## src/hw/rtl/hwt_ram.sv

```systemverilog
// Generic single-write, single-read RAM with a registered read port.
// No dependencies.
`default_nettype none

module hwt_ram #(
    parameter int WIDTH = 8,
    parameter int DEPTH = 512
) (
    input  wire logic                     clk,
    input  wire logic                     we,
    input  wire logic [$clog2(DEPTH)-1:0] waddr,
    input  wire logic [WIDTH-1:0]         wdata,
    input  wire logic                     re,
    input  wire logic [$clog2(DEPTH)-1:0] raddr,
    output logic      [WIDTH-1:0]         rdata
);

    logic [WIDTH-1:0] mem [DEPTH];

    always_ff @(posedge clk)
    begin
        if (we)
        begin
            mem[waddr] <= wdata;
        end
        if (re)
        begin
            rdata <= mem[raddr];
        end
    end

endmodule

`default_nettype wire

```

## config.mk

```make
export PLATFORM = sky130hd
export DESIGN_NAME = hwt_ram
export DESIGN_NICKNAME = d
export VERILOG_FILES = /design/src/hw/rtl/hwt_ram.sv
export SDC_FILE = /design/constraint.sdc
export NUM_CORES = 2
export LEC_CHECK = 0
export BUFFER_PORTS_ARGS = -buffer_cell sky130_fd_sc_hd__buf_2
export CORE_MARGIN = 2
export CORE_UTILIZATION = 30
export CTS_CLUSTER_SIZE = 10
export DETAILED_ROUTE_END_ITERATION = 7
export REMOVE_ABC_BUFFERS = 1
export SYNTH_ARGS = -nofsm -noshare
export SYNTH_HDL_FRONTEND = slang
export SYNTH_SLANG_ARGS = --single-unit
```

## constraint.sdc

```tcl
create_clock -name clk -period 6.68 [get_ports clk]
set_input_delay 0 -clock clk [delete_from_list [all_inputs] [get_ports clk]]
set_output_delay 0 -clock clk [all_outputs]
set_load 0.005 [all_outputs]
```

==> reports/results.tsv <==
metric	value	unit
status	finished, final reports clean	
synth_common_cells	sky130_fd_sc_hd__edfxtp_1, sky130_fd_sc_hd__mux2i_1, sky130_fd_sc_hd__mux4_2, sky130_fd_sc_hd__nor2_1, sky130_fd_sc_hd__o221ai_1	
yosys_warnings	0	
report.final.setup_viol	0	
fp.dieArea	539000	um^2
detail_route.wirelength	420	mm
synth.lib_cells_used.distinct	50	
floorplan.die.width	734	um
timing.hold.worst_path_depth	3	
cts-root-to-sink-buffers	4	
max_cap_viol_count	0	
crit_slowest_cell	sky130_fd_sc_hd__nand2b_4	
post-synth-top-area-cell	sky130_fd_sc_hd__edfxtp_1	
grt_overflow	0	
critical_path.max_fanout	67	
finalCritPeriodShare	67.2	%
ys_seq_elements	4104	
gpl_congestion	0.852	
final_area	180000	um^2
placement.io_buffers	36	
rsz0062_at_grt	false	
chipHeight	734	um
post_dp_cell_area	168000	um^2
wire_length_of_the_first_global_routing_pass	601	mm
finalMaxSlewViolations	0	
worst-path-buf-inv	4	
clock_sink_count	4104	
number_of_global_route_vias_before_repair	82045	
post_synth.cell_area_avg	19.9	um^2
seq_area_frac_synth	77.0	%
tightest_slew	1.35	ns
power.density_cell_area	290	nW/um^2
cts_repair_resize_count	0	
timing.critical_path.max_delay_family	buffers and inverters	
boundaryPins	37	
antenna_left	0	
finalHoldViolCount	0	
power.ir.vdd_worst	202	uV
route.vias.total	81203	
critical_path.most_common_cell	sky130_fd_sc_hd__buf_4	
grt_antenna_before_repair	27	
hold_start	waddr[0]	
total_leakage_power	0.0553	uW
clock_insertion_delay_worst_skew	0.97	ns
tritoncts	yes	
ctsRootBufferMaster	sky130_fd_sc_hd__clkbuf_16	
drc	0	
dp_hpwl	251	mm
clk_pin_slew_worst_paths	0.06	ns
drt-vias-per-instance	5.32	
post_route_cells_drive_above_1_share	16.8	%
net_count_of_the_finished_layout	8207	
rr_endpoint	rdata[3]$_DFFE_PP_	
mappedNetlistArea	160000	um^2
highest_attainable_clock_frequency	0.223	GHz
worstHoldEndpoint	mem[211][7]$_DFFE_PP_	
critPathCaptureType	flop	
setup.worst_path.start_class	primary input	
fin_hold_ws	0.0960	ns
area_grow_syn2layout	12.6	%
post_cts.repair.setup_buffers	0	
cts_hold_bufs	14	
timing.hold.worst.class	in -> reg	
yosysTopAreaCellShare	77.0	%
critPathKind	in -> reg	
critical_path_required	7.37	ns
cts_made_buffers	452	
placement_rows	268	
cts-htree-levels	5	
synth-edff-count	4104	
finalWorstPathRequiredPeriod	4.49	ns
grt_use_total	15.0	%
skew	0.0670	ns
worst_slew_margin_rel	9.94	%
regToRegStartpoint	mem[275][3]$_DFFE_PP_	
core_area	532000	um^2
timing.critical_path.cells	dlygate4sd3_1 -> buf_6 -> nand2b_4 -> buf_4 -> buf_4 -> o221ai_1 -> o22ai_1 -> a22oi_1 -> nand4_1 -> nand2_1 -> o2111a_1	
floorplan.initialDensity	30.1	%
critPathArrivalTime	5.18	ns
yosys.cell_count.top_type	sky130_fd_sc_hd__edfxtp_1	
synth-async-reset-ratio	0	%
initialDrtViolationCount	9718	
first_pass_iters	6	
leading_cell_types_by_total_area_after_synthesis	sky130_fd_sc_hd__edfxtp_1, sky130_fd_sc_hd__mux4_2, sky130_fd_sc_hd__mux2i_1, sky130_fd_sc_hd__o221ai_1, sky130_fd_sc_hd__nor2_1	
route.detailed.wl_per_inst	27.5	um
grt_max_degree	211	
layout.core_utilization	33.9	%
synthCells	8030	
r2r_cells	8	
worst_path_largest_cell_delay	0.81	ns
regToRegSetupSlack	3.06	ns
synthFlopType	sky130_fd_sc_hd__edfxtp_1	
-- layout by cell type, fill, tap and decap left out, types with 5 or more instances in the layout --
cell / synthesis / final
sky130_fd_sc_hd__edfxtp_1: 4104 / 4104
sky130_fd_sc_hd__mux2i_1: 797 / 797
sky130_fd_sc_hd__mux4_2: 654 / 654
sky130_fd_sc_hd__nor2_1: 597 / 597
sky130_fd_sc_hd__clkbuf_16: 0 / 458
sky130_fd_sc_hd__o221ai_1: 371 / 371
sky130_fd_sc_hd__a21oi_1: 194 / 194
sky130_fd_sc_hd__o22ai_1: 163 / 163
sky130_fd_sc_hd__buf_4: 70 / 123
sky130_fd_sc_hd__o21ai_0: 118 / 118
sky130_fd_sc_hd__nor3_1: 109 / 106
sky130_fd_sc_hd__nand2_1: 111 / 98
sky130_fd_sc_hd__a22oi_1: 61 / 61
sky130_fd_sc_hd__buf_12: 5 / 35
sky130_fd_sc_hd__nand3_1: 36 / 32
sky130_fd_sc_hd__nand4_1: 32 / 32
sky130_fd_sc_hd__nor4_1: 36 / 28
sky130_fd_sc_hd__clkbuf_1: 265 / 25
sky130_fd_sc_hd__buf_2: 57 / 24
sky130_fd_sc_hd__and2_1: 20 / 19
sky130_fd_sc_hd__a211oi_1: 17 / 17
sky130_fd_sc_hd__dlygate4sd3_1: 0 / 14
sky130_fd_sc_hd__o31ai_1: 13 / 13
sky130_fd_sc_hd__diode_2: 0 / 12
sky130_fd_sc_hd__nand2_4: 0 / 12
sky130_fd_sc_hd__inv_6: 0 / 10
sky130_fd_sc_hd__buf_8: 11 / 10
sky130_fd_sc_hd__o2111a_1: 8 / 8
sky130_fd_sc_hd__nor4_2: 0 / 8
sky130_fd_sc_hd__or3_1: 6 / 6
sky130_fd_sc_hd__o41ai_2: 0 / 6
sky130_fd_sc_hd__nor3b_1: 8 / 5
sky130_fd_sc_hd__a22o_1: 5 / 5
sky130_fd_sc_hd__clkinv_8: 0 / 5
-- worst min-delay path, delay by kind of cell --
kind | cells | cell delay (ns)
buf+inv | 1 | 0.18
simple gates | 2 | 0.61
-- worst max path at each step --
stage / start / endpoint / slack, ns / depth (start not counted)
final: raddr[2] / rdata[1]$_DFFE_PP_ / 2.19 / 11
after global routing: raddr[2] / rdata[1]$_DFFE_PP_ / 2.22 / 11
after CTS: raddr[2] / rdata[1]$_DFFE_PP_ / 2.45 / 11
after detailed placement: raddr[0] / rdata[1]$_DFFE_PP_ / 1.90 / 13
after global placement: raddr[1] / rdata[0]$_DFFE_PP_ / 1.50 / 9
after floorplan: raddr[2] / rdata[6]$_DFFE_PP_ / -2.09 / 7
-- state kept, by name, summed over array words and instances (netlist names) --
| signal | cells |
|---|---|
| rdata | 8 |
| mem | 4096 |
-- routing by layer --
layer | up-vias | global-route usage (%) | routed length [um]
met5 | - | 0 | 23
met3 | 669 | 2.63 | 35300
met2 | 3975 | 24.8 | 204000
li1 | 33501 | - | -
met1 | 43054 | 20.1 | 168000
met4 | 4 | 5.01 | 13800
-- cell families after synthesis --
| kind of cell | count (synthesis) | synth area share (%) |
|---|---|---|
| flops | 4104 | 77.0 |
| compound gates | 979 | 4.31 |
| buf+inv | 516 | 1.85 |
| simple gates | 980 | 2.63 |
| mux | 1451 | 14.2 |
-- power by group --
| group | internal, uW | switching [uW] |
|---|---|---|
| Sequential | 28400 | 15.2 |
| Combinational | 782 | 1760 |
| Clock | 12000 | 9260 |
| Total | 41200 | 11000 |
-- layout make-up --
class,count,area [um^2]
antenna,12,30.0
clock buffer,483,11600
clock inverter,26,323
fill,49420,352000
inverter,3,18.8
multi-input combinational,3410,34100
sequential,4104,123000
tap,7020,8780
timing repair buffer,207,2050
-- through the flow --
step | TNS [ns] | power (uW) | instances | setup WS [ns]
floorplan | -16.30 | 29900 | 7517 | -2.09
global placement | 0 | 31400 | 14730 | 1.50
CTS | 0 | 52600 | 15253 | 2.45
detailed placement | 0 | 31500 | 14730 | 1.90
finish | 0 | 52300 | 15265 | 2.19
global route | 0 | 53600 | 15255 | 2.22
Power figures use the tool's default switching activity.
