--- src/hw/rtl/hwt_pkg.sv ---
// Package of the one-level 2-D Haar wavelet block: widths, register
// indexes, reset values and the structs passed between modules. No dependencies.
`default_nettype none

package hwt_pkg;

    localparam int PIX_W      = 8;
    localparam int COEF_W     = 10;
    localparam int BLK_W      = 9;
    localparam int CFG_W      = 11;
    localparam int ROW_W      = 10;
    localparam int MAX_LINES  = 1024;
    localparam int IN_DATA_W  = 8;
    localparam int OUT_DATA_W = 64;
    localparam int CFG_IDX_W  = 1;

    // Configuration register indexes.
    localparam logic [CFG_IDX_W-1:0] REG_LINE_LENGTH = 1'b0;
    localparam logic [CFG_IDX_W-1:0] REG_LINE_COUNT  = 1'b1;

    localparam logic [CFG_W-1:0] LINE_LENGTH_RST = 11'd400;
    localparam logic [CFG_W-1:0] LINE_COUNT_RST  = 11'd400;

    typedef logic [PIX_W-1:0]         pix_t;
    typedef logic signed [COEF_W-1:0] coef_t;

    // The four pixels of a 2x2 block: a, b on top, c, d below.
    typedef struct packed {
        pix_t a;
        pix_t b;
        pix_t c;
        pix_t d;
    } quad_t;

    typedef struct packed {
        logic [COEF_W-1:0] average_sum;
        coef_t             vertical_detail;
        coef_t             horizontal_detail;
        coef_t             diagonal_detail;
    } coef_set_t;

endpackage

`default_nettype wire

--- src/hw/rtl/hwt_coef.sv ---
// Butterfly of the one-level Haar transform: four exact coefficient sums
// from one 2x2 block. Depends on hwt_pkg.
`default_nettype none

module hwt_coef (
    input  wire hwt_pkg::quad_t     quad,
    output hwt_pkg::coef_set_t      coef
);

    logic [hwt_pkg::COEF_W-1:0] sum_top;
    logic [hwt_pkg::COEF_W-1:0] sum_bot;
    logic [hwt_pkg::COEF_W-1:0] dif_top;
    logic [hwt_pkg::COEF_W-1:0] dif_bot;

    // All values fit in 10 bits, so modulo arithmetic gives exact results.
    assign sum_top = hwt_pkg::COEF_W'(quad.a) + hwt_pkg::COEF_W'(quad.b);
    assign sum_bot = hwt_pkg::COEF_W'(quad.c) + hwt_pkg::COEF_W'(quad.d);
    assign dif_top = hwt_pkg::COEF_W'(quad.a) - hwt_pkg::COEF_W'(quad.b);
    assign dif_bot = hwt_pkg::COEF_W'(quad.c) - hwt_pkg::COEF_W'(quad.d);

    assign coef.average_sum       = sum_top + sum_bot;
    assign coef.vertical_detail   = sum_top - sum_bot;
    assign coef.horizontal_detail = dif_top + dif_bot;
    assign coef.diagonal_detail   = dif_top - dif_bot;

endmodule

`default_nettype wire

--- config.mk ---
export PLATFORM = sky130hd
export DESIGN_NAME = hwt_coef
export DESIGN_NICKNAME = d
export VERILOG_FILES = /design/src/hw/rtl/hwt_pkg.sv /design/src/hw/rtl/hwt_coef.sv
export SDC_FILE = /design/constraint.sdc
export NUM_CORES = 1
export LEC_CHECK = 0
export ABC_AREA = 1
export ABC_CLOCK_PERIOD_IN_PS = 3800
export BUFFER_PORTS_ARGS = -buffer_cell sky130_fd_sc_hd__clkbuf_2
export CAP_MARGIN = 20
export CELL_PAD_IN_SITES_DETAIL_PLACEMENT = 0
export CELL_PAD_IN_SITES_GLOBAL_PLACEMENT = 1
export CORE_MARGIN = 3
export CORE_UTILIZATION = 36
export DETAILED_ROUTE_END_ITERATION = 16
export PLACE_DENSITY_LB_ADDON = 0.25
export RECOVER_POWER = 25
export SLEW_MARGIN = 30
export SYNTH_ARGS = -nofsm -noshare
export SYNTH_HDL_FRONTEND = slang
export SYNTH_SLANG_ARGS = --single-unit
--- constraint.sdc ---
create_clock -name vclk -period 3.8
set_clock_uncertainty 0.2 [all_clocks]
set_input_delay 0.76 -clock vclk [all_inputs]
set_output_delay 0.76 -clock vclk [all_outputs]
set_load 0.01 [all_outputs]
==> impl_metrics.py, run 1 <==
metrics = {
    "sta": {
        "fmax_ghz": 0.256,
        "rsz0062_at_grt": "true",
        "slew_headroom_pct": 77.8,
        "layout_setup_ws_ns": -0.101,
        "timing.final.crit_share_pct": 103,
        "setup_viol": 8,
        "tightest_slew_ns": 0.329,
        "period_minus_slack_ns": 3.90,
        "timing.setup.tns_ns": -0.438,
        "hold_viol": 0,
        "timing.final.max_slew_violations": 0,
        "hold_ws_ns": 1.83,
    },
    "power_and_ir_drop": {
        "switching_share_pct": 53.0,
        "p_total_mw": 2.32,
        "leakage_nw": 2.98,
        "power_frac_clock_pct": 0,
        "share_comb_of_total_power_pct": 100.0,
        "power_frac_seq_pct": 0,
        "p_sw_mw": 1.23,
        "intPower_mw": 1.09,
        "vdd_drop_max_mv": 0.297,
        "powerDensity_nw_per_um2": 416,
    },
    "setup_path": {
        "crit_path_start_kind": "input port",
        "end_kind": "primary output",
        "worst-endpoint-required_ns": 2.84,
        "crit_fanout": 7,
        "crit_arrival_ns": 2.94,
        "path_class": "input port to primary output",
    },
    "floorplanning": {
        "die_h_um": 101,
        "start_util_pct": 37.3,
        "design.portCount": 72,
        "die_x_um": 101,
        "core_um2": 8760,
        "die_area_um2": 10300,
        "fp-row-count": 34,
    },
    "drt": {
        "vias": 4065,
        "dr.pass1.iters": 4,
        "viasPerCell": 4.85,
        "first_iter_violations": 101,
        "routed_wl_mm": 10.6,
        "wire_per_inst_um": 12.6,
        "antenna_left": 0,
        "drc": 0,
    },
    "grt": {
        "first_global_vias": 3698,
        "grt_start_max_net_pins": 9,
        "gr-total-overflow": 0,
        "grt_pass1_wl_mm": 16.4,
        "antenna_found_initial": 0,
        "track_usage_pct": 19.0,
    },
    "yosys": {
        "syn_area_um2": 3270,
        "synth.distinct_cells": 29,
        "ys_warn_count": 0,
        "syn_nets": 665,
        "ys_seq_area_share_pct": 0,
        "synthCells": 557,
        "syn_area_per_cell_um2": 5.87,
    },
    "final_layout": {
        "num-clock-buffers": 0,
        "fin_nets": 841,
        "drive_gt1_share_pct": 47.1,
        "seq_cells": 0,
        "insertedDiodeCount": 0,
        "regArea_um2": 0,
        "area_growth_pct": 70.8,
        "final_cell_mix": "nand2_1, buf_4, inv_1",
        "mostFrequentLayoutCell": "nand2_1",
        "fillers": 791,
    },
    "placed_design": {
        "port_buffers": 72,
        "place_congestion": 0.873,
        "post-place-ws_ns": -0.316,
        "dp_hpwl_mm": 8.48,
    },
    "status": {
        "outcome": "complete, but fails checks",
        "violations": "negative setup slack",
    },
    "flow_run": {
        "cap_violations": 0,
    },
    "worst_hold_path": {
        "hold_path.class": "input port to primary output",
    },
    "cts": {
        "cts_hold_buf": 0,
    },
}
worst max-delay path, cell delays in order:
cell and delay, ns:
buf_8 0.08, inv_4 0.03, ha_4 0.15, fa_2 0.37, o31ai_4 0.34, xor2_2 0.15, ha_4 0.36, inv_4 0.05
nand2_2 0.06, nand2_2 0.05, nand3b_1 0.20, nand2_1 0.10, nand2_1 0.05, nand2_1 0.05, buf_2 0.12
cell families after synthesis:
family                     Yosys count  share of synthesized area (%)
AOI/OAI and AO/OA                   58                           10.4
xor gates and xnor gates            29                           7.77
adders and majority gates           76                           30.9
buffers and inverters              124                           16.5
and+or+nand+nor                    270                           34.3
metrics by stage:
step / instance area [um^2] / utilization (%) / instances
global placement: 4420 / 50.5 / 823
detailed placement: 4420 / 50.5 / 823
CTS: 5030 / 57.4 / 829
floorplan: 3280 / - / 557
finish: 5580 / 63.7 / 839
global route: 5580 / 63.7 / 839
cell usage after synthesis, drive strengths merged:
master / count / area (um^2)
a21o: 3 / 22.5
xnor2: 4 / 35.0
buf: 20 / 149
o21ai: 10 / 53.8
o31ai: 1 / 12.5
nand3: 51 / 255
nand4: 8 / 50.1
o21bai: 3 / 22.5
a21oi: 36 / 195
ha: 68 / 851
or2: 1 / 6.26
inv: 103 / 387
and3: 3 / 20.0
fa: 8 / 160
nor2: 29 / 109
nor3: 8 / 40.0
xor2: 25 / 219
a31oi: 2 / 12.5
nand3b: 1 / 7.51
o21a: 3 / 22.5
clkbuf: 1 / 5.00
nand2: 169 / 634
final cells by class:
cell class / count / area [um^2] / share of cell area (%)
Tap cell: 108 / 135 / 2.42
Timing Repair Buffer: 195 / 1390 / 24.9
Multi-Input combinational cell: 433 / 3640 / 65.2
Inverter: 103 / 419 / 7.51
final timing paths:
path                  from       to  cells past startpoint
setup / recovery  quad[24]  coef[9]                     15
hold / removal    quad[16]  coef[0]                      5
timing repair:
item                       in CTS  in global routing
setup buffers                   6                 10
pin swaps                      36                 50
hold endpoints to repair        0                  0
setup endpoints to repair      28                 26
resized for setup             110                129
routing by layer:
metal	GRT usage (%)	vias to the layer above	share of wire (%)
met2	33.8	85	50
met5	0	-	0
met1	26.7	1886	46
met4	1.12	0	0.63
li1	-	2088	-
met3	0.482	6	3.5
power groups by stage:
stage | Sequential (mW) | Combinational, mW | Clock [mW]
global placement | 0 | 1.81 | 0
CTS | 0 | 2.08 | 0
detailed placement | 0 | 1.83 | 0
finish | 0 | 2.32 | 0
global route | 0 | 2.56 | 0
floorplan | 0 | 1.10 | 0
Power figures use the tool's default switching activity.
==> inputs of run 2 (changes only) <==
--- a/config.mk
+++ b/config.mk
@@ -11,6 +11,7 @@
 export CAP_MARGIN = 20
 export CELL_PAD_IN_SITES_DETAIL_PLACEMENT = 0
 export CELL_PAD_IN_SITES_GLOBAL_PLACEMENT = 1
+export CORE_ASPECT_RATIO = 1.25
 export CORE_MARGIN = 3
 export CORE_UTILIZATION = 36
 export DETAILED_ROUTE_END_ITERATION = 16
==> run 2 against run 1 <==
The flow still finishes with violations (negative setup slack). Hold slack better by 0.025 ns. First-iteration DRC count up 33%. Non-clock buffer count up 6. Setup slack worse by 0.10 ns. Cell area down 1.9%. Die area about the same. Core utilization down 1.1 points. Final cell count up 2.1%. Global-route usage up 1.2 points.
==> impl_metrics.py, run 2 (synthesized netlist as in run 1, its figures left out) <==
metrics = {
    "power_and_ir_drop": {
        "share_comb_of_total_power_pct": 100.0,
        "powerDensity_nw_per_um2": 432,
        "p_sw_mw": 1.27,
        "leakage_nw": 2.98,
        "switching_share_pct": 53.5,
        "vdd_drop_max_mv": 0.266,
        "power_frac_clock_pct": 0,
        "p_total_mw": 2.37,
        "power_frac_seq_pct": 0,
        "intPower_mw": 1.10,
    },
    "setup_path": {
        "crit_chain": "buf_8 > inv_4 > ha_4 > fa_2 > buf_6 > o31ai_4 > xor2_2 > ha_4 > inv_4 > nand2_2 > nand2_2 > nand3b_1 > nand2_1 > nand2_1 > nand2_1 > buf_2",
        "crit_path_start_kind": "input port",
        "worst-endpoint-required_ns": 2.84,
        "cpPeakStageDelay_ns": 0.36,
        "end_kind": "primary output",
        "path_buf_inv": 5,
        "crit_fanout": 6,
        "crit_arrival_ns": 3.04,
        "worst_path_most_repeated_cell": "nand2_1",
        "crit_path_top_delay_cell": "fa_2",
        "critPathTopFamily": "adder cells",
        "path_class": "input port to primary output",
    },
    "final_layout": {
        "seq_cells": 0,
        "regArea_um2": 0,
        "drive_gt1_share_pct": 48.0,
        "num-clock-buffers": 0,
        "final_cell_mix": "nand2_1, buf_4, inv_1",
        "area_growth_pct": 67.5,
        "mostFrequentLayoutCell": "nand2_1",
        "insertedDiodeCount": 0,
        "fin_nets": 847,
    },
    "floorplanning": {
        "die_h_um": 113,
        "start_util_pct": 37.4,
        "core_um2": 8750,
        "design.portCount": 72,
        "die_area_um2": 10300,
        "fp-row-count": 38,
        "die_x_um": 91.2,
    },
    "drt": {
        "vias": 4018,
        "routed.top_layer": "met4",
        "wl_met3_um": 321,
        "dr.pass1.iters": 4,
        "antenna_left": 0,
        "routed_wl_mm": 11.3,
        "wl_met2_mm": 6.31,
        "viasPerCell": 4.69,
        "drc": 0,
        "wire_per_inst_um": 13.2,
        "first_iter_violations": 134,
        "wl_met1_mm": 4.21,
    },
    "placed_design": {
        "place_congestion": 0.897,
        "dp_hpwl_mm": 9.06,
        "port_buffers": 72,
    },
    "grt": {
        "gr-total-overflow": 0,
        "grt_pass1_wl_mm": 17.3,
        "grt_start_max_net_pins": 9,
        "first_global_vias": 3951,
        "track_usage_pct": 20.1,
        "antenna_found_initial": 0,
    },
    "sta": {
        "timing.setup.tns_ns": -1.46,
        "rsz0062_at_grt": "true",
        "fmax_ghz": 0.250,
        "setup_viol": 16,
        "hold_viol": 0,
        "tightest_slew_ns": 0.313,
        "period_minus_slack_ns": 4.00,
        "slew_headroom_pct": 79.1,
        "timing.final.max_slew_violations": 0,
        "timing.final.crit_share_pct": 105,
        "layout_setup_ws_ns": -0.202,
    },
    "cts": {
        "cts_hold_buf": 0,
    },
    "worst_hold_path": {
        "hold_path.class": "input port to primary output",
    },
    "flow_run": {
        "cap_violations": 0,
    },
    "status": {
        "violations": "negative setup slack",
        "outcome": "complete, but fails checks",
    },
}
[run 2: timing repair]
item                                    4_1_cts  5_1_grt
hold endpoints to repair                      0        0
resized for setup                           114       97
endpoints found under the setup margin       28       28
buffers inserted                              3       10
pin swaps                                    30       41
[run 2: per-layer routing]
metal / up-vias / global-route usage [%]
met5: - / 0
met4: 0 / 6.04
met1: 1822 / 20.7
met3: 30 / 1.21
met2: 78 / 42.2
li1: 2088 / -
[run 2: power groups by stage]
stage | clock network, mW | registers (mW) | logic [mW]
finish | 0 | 0 | 2.37
CTS | 0 | 0 | 2.15
global placement | 0 | 0 | 1.89
global route | 0 | 0 | 2.59
floorplan | 0 | 0 | 1.10
detailed placement | 0 | 0 | 1.91
[run 2: worst paths after layout]
check | cells after the start | end | startpoint | slack (ns)
setup / recovery | 16 | coef[9] | quad[24] | -0.20
hold / removal | 5 | coef[0] | quad[16] | 1.85
[run 2: final cells by class]
class | count | area (um^2)
well taps | 120 | 150
inverters | 103 | 402
fillers | 865 | 3270
repair buffers | 201 | 1370
multi-input cells | 433 | 3560
[run 2: metrics by stage]
stage / cell area (um^2) / utilization, % / setup slack, ns / instances / hold WS [ns]
6_report: 5480 / 62.6 / -0.202 / 857 / 1.85
5_1_grt: 5480 / 62.6 / -0.326 / 857 / 1.88
4_1_cts: 5060 / 57.9 / -0.0992 / 848 / 1.91
3_5_place_dp: 4520 / 51.7 / -0.339 / 846 / 2.03
3_3_place_gp: 4520 / 51.7 / -0.267 / 846 / 2.01
2_1_floorplan: 3280 / - / 0.0337 / 557 / 1.66
